$ cat src/hw/rtl/qau_pkg.sv
package qau_pkg;

  localparam int unsigned LANES = 4;
  localparam int unsigned SQRT_BITS = 16;

  typedef enum logic [1:0] {
    ACT_PRODUCT   = 2'd0,
    ACT_ROTATE    = 2'd1,
    ACT_NORMALIZE = 2'd2,
    ACT_NONE      = 2'd3
  } action_t;

  // Control and finished product/rotate values that ride along the
  // inverse square root stages.
  typedef struct packed {
    action_t                     action;
    logic [LANES-1:0][15:0]      res;
    logic                        sat;
    logic                        zl;
    logic [LANES-1:0]            neg;
  } side_t;

endpackage

$ cat src/hw/rtl/qau_isqrt_step.sv
module qau_isqrt_step #(
  parameter int NW  = 68,
  parameter int BIT = 15
) (
  input  logic               clk,
  input  logic               en,
  input  qau_pkg::side_t     side_i,
  input  logic [32:0]        n_i,
  input  logic [NW-1:0]      lim_i [4],
  input  logic [NW-1:0]      p_i [4],
  input  logic [NW-1:0]      q_i [4],
  input  logic [15:0]        m_i [4],
  output qau_pkg::side_t     side_o,
  output logic [32:0]        n_o,
  output logic [NW-1:0]      lim_o [4],
  output logic [NW-1:0]      p_o [4],
  output logic [NW-1:0]      q_o [4],
  output logic [15:0]        m_o [4]
);

  qau_pkg::side_t side_r;
  logic [32:0]    n_r;
  logic [NW-1:0]  lim_r [4];
  logic [NW-1:0]  p_r [4];
  logic [NW-1:0]  q_r [4];
  logic [15:0]    m_r [4];

  logic [NW-1:0]  nn;
  logic [NW-1:0]  trial [4];
  logic [NW-1:0]  p_nxt [4];
  logic [NW-1:0]  q_nxt [4];
  logic [15:0]    m_nxt [4];

  // P = (2m)^2 n and Q = 2m n; trial is (2m + 2^(BIT+1) - 1)^2 n
  always_comb begin
    nn = NW'(n_i);
    for (int i = 0; i < 4; i++) begin
      trial[i] = p_i[i] + (q_i[i] << (BIT + 2)) - (q_i[i] << 1)
               + (nn << (2 * BIT + 2)) - (nn << (BIT + 2)) + nn;
      if (trial[i] <= lim_i[i]) begin
        p_nxt[i] = p_i[i] + (q_i[i] << (BIT + 2)) + (nn << (2 * BIT + 2));
        q_nxt[i] = q_i[i] + (nn << (BIT + 1));
        m_nxt[i] = m_i[i] | (16'(1) << BIT);
      end else begin
        p_nxt[i] = p_i[i];
        q_nxt[i] = q_i[i];
        m_nxt[i] = m_i[i];
      end
    end
  end

  always_ff @(posedge clk) begin
    if (en) begin
      side_r <= side_i;
      n_r    <= n_i;
      lim_r  <= lim_i;
      p_r    <= p_nxt;
      q_r    <= q_nxt;
      m_r    <= m_nxt;
    end
  end

  assign side_o = side_r;
  assign n_o    = n_r;
  assign lim_o  = lim_r;
  assign p_o    = p_r;
  assign q_o    = q_r;
  assign m_o    = m_r;

endmodule

$ cat config.mk
export PLATFORM = sky130hd
export DESIGN_NAME = qau_isqrt_step
export DESIGN_NICKNAME = d
export VERILOG_FILES = /design/src/hw/rtl/qau_pkg.sv /design/src/hw/rtl/qau_isqrt_step.sv
export SDC_FILE = /design/constraint.sdc
export NUM_CORES = 2
export LEC_CHECK = 0
export BUFFER_PORTS_ARGS = -buffer_cell sky130_fd_sc_hd__buf_2
export CAP_MARGIN = 10
export CORE_AREA = 2 2 769 771
export CTS_CLUSTER_DIAMETER = 80
export CTS_CLUSTER_SIZE = 28
export DETAILED_ROUTE_END_ITERATION = 10
export DIE_AREA = 0 0 771 773
export PLACE_DENSITY = 0.33
export SYNTH_ARGS = -nofsm -noshare
export SYNTH_HDL_FRONTEND = slang
export SYNTH_SLANG_ARGS = --single-unit
$ cat constraint.sdc
create_clock -name clk -period 21.1 [get_ports clk]
set_clock_uncertainty 0.15 [all_clocks]
set_input_delay 3.165 -clock clk [delete_from_list [all_inputs] [get_ports clk]]
set_output_delay 3.165 -clock clk [all_outputs]
set_load 0.01 [all_outputs]
==> impl_metrics.json <==
{
  "syn_inst": 9860,
  "cts_buffers": 120,
  "cp.arrival_ns": 15.12,
  "portBuffers": 1971,
  "cap_viol_max_count": 0,
  "fmax_mhz": 68.4,
  "final_design_area_no_fill_um2": 121000,
  "core-area_um2": 588000,
  "leakage_nw": 56.0,
  "grt_max_degree": 118,
  "syn-num-nets": 12800,
  "cts_resized": 0,
  "clkTransAtPathRegs_ns": 0.09,
  "fin_crit_sh_pct": 69.2,
  "synth_edf_count": 985,
  "vias": 84400,
  "finalHoldViolations": 0,
  "power.total_mw": 17.8,
  "syn_avg_cell_area_um2": 9.79,
  "grt_pass1_wl_mm": 812,
  "path_delay_family": "compound AO/OA/AOI/OAI gates",
  "final_antenna_net_count": 0,
  "final_cell_mix": "buf_2, ha_1, inv_1",
  "placedInstanceArea_um2": 117000,
  "setup-violations-final": 0,
  "synth_flop_cell": "edfxtp_1",
  "drt-met1-wl_mm": 268,
  "fin_nets": 14800,
  "fin_cells": 19800,
  "layout_commonest_cell": "buf_2",
  "cts_tree": "done",
  "start_util_pct": 16.4,
  "min_path_type": "input port to flop",
  "crit_type": "input port to flop",
  "synth_area_um2": 96500,
  "critical-path-slowest-cell": "a2111oi_0",
  "drtPass1Iterations": 6,
  "cts_setup_buffers": 0,
  "met3_length_mm": 41.9,
  "required_ns": 21.61,
  "grt_setup_unrepaired": "false",
  "post-route-util_pct": 20.6,
  "preCtsSetupSlack_ns": 5.63,
  "setup_tns_ns": 0,
  "row_count": 282,
  "cp-start-kind": "input port",
  "ys_seq_elements": 985,
  "max_slew_margin_pct": 23.2,
  "crit_path_max_incr_delay_ns": 0.90,
  "htreeDepth": 3,
  "end_kind": "flop",
  "met2WireLength_mm": 295,
  "highest_layer": "met5",
  "layout_setup_ws_ns": 6.49,
  "powerDensity_nw_per_um2": 147,
  "ios": 1972,
  "wl_mm": 629,
  "post_drt_wl_per_cell_um": 31.7,
  "cp_num_buf_inv": 5,
  "ir_worst_vdd_mv": 0.232,
  "holdWs_ns": 2.22,
  "via_per_inst": 4.25,
  "worst-path-max-fanout": 71,
  "synth_cell_types": 106,
  "groute.usage.overall_pct": 20.3,
  "dp_cells": 19600,
  "tightest_slew_ns": 1.14,
  "synth_warnings": 0,
  "area_delta_synth_final_pct": 25.5,
  "gr-total-overflow": 0,
  "synth-seq-area-share_pct": 30.6,
  "num-fill-cells": 65600,
  "async_flop_share_pct": 0,
  "antenna_found_initial": 175,
  "dp_hpwl_mm": 542,
  "drcViolationCount": 0,
  "status": "finished, final reports clean",
  "drive_gt1_share_pct": 21.1,
  "ctsHoldBuffers": 0,
  "fin_crit_ns": 14.61,
  "cts.sinks": 985,
  "die_area_um2": 596000,
  "drt_iter0_markers": 6355,
  "routabilityCongestion": 0.882,
  "report.final.slew_viol_count": 0,
  "worst_path_most_repeated_cell": "ha_1",
  "dieHeight_um": 773,
  "cts_root_buf": "clkbuf_16",
  "dieWidth_um": 771,
  "grt_pass1_vias": 84600,
  "cts_buffer_depth": 4
}
[synth_stat cells (64+ instances only)]
cell	instances	area [um^2]
nand2_1	600	2250
o21a_1	85	638
o21ai_0	486	2430
and3_1	96	601
clkbuf_1	174	653
a31oi_1	77	482
xor2_1	286	2500
nor2b_1	112	701
ha_1	1532	19200
o21ai_1	64	320
mux2_2	76	856
nor2_1	477	1790
inv_1	1259	4730
a21oi_1	831	4160
fa_1	404	8090
o21bai_1	109	818
nand3_1	176	881
nand4_1	161	1010
edfxtp_1	985	29600
xnor2_1	479	4200
nor3_1	97	485
a21o_1	519	3900
nand2b_1	90	563
[state kept, by name (all words and copies together), names as in the netlist]
| signal | flops |
|---|---|
| m_o | 64 |
| side_o | 72 |
| p_o | 272 |
| q_o | 272 |
| n_o | 33 |
| lim_o | 272 |
[report_power, final]
part	internal, mW	switching [mW]
Clock	1.22	1.19
Combinational	4.28	7.84
Sequential	2.98	0.249
[final cells by class]
| type | instances | area, um^2 | area share, % |
|---|---|---|---|
| Clock buffer | 125 | 3020 | 2.49 |
| Timing Repair Buffer | 2103 | 11000 | 9.07 |
| Sequential cell | 985 | 29600 | 24.4 |
| Tap cell | 7810 | 9770 | 8.07 |
| Inverter | 1259 | 4760 | 3.93 |
| Clock inverter | 97 | 1430 | 1.18 |
| Multi-Input combinational cell | 7417 | 61500 | 50.7 |
| Antenna cell | 52 | 130 | 0.107 |
[final timing paths]
kind              slack, ns       from                  end  cells after the start
hold / removal         2.22  lim_i[62]  lim_o[62]$_DFFE_PP_                      1
setup / recovery       6.49   q_i[136]   q_o[167]$_DFFE_PP_                     38
[cell families (layout without fill, tap and decap cells)]
group,Yosys count,in the layout,share of synthesized area (%)
other cells,0,52,0
xor+xnor,765,765,6.94
simple gates,2003,2003,10.0
flops,985,985,30.6
buf+inv,1458,3584,5.70
compound gates,2609,2609,17.3
mux,104,104,1.18
fa+ha+maj,1936,1936,28.2
[per-layer routing]
metal | vias up | GRT usage (%)
li1 | 39300 | -
met1 | 41700 | 25.6
met2 | 2853 | 34.0
met3 | 591 | 4.57
met4 | 54 | 6.75
met5 | - | 0
No activity file was read; power rests on OpenSTA's default activity.
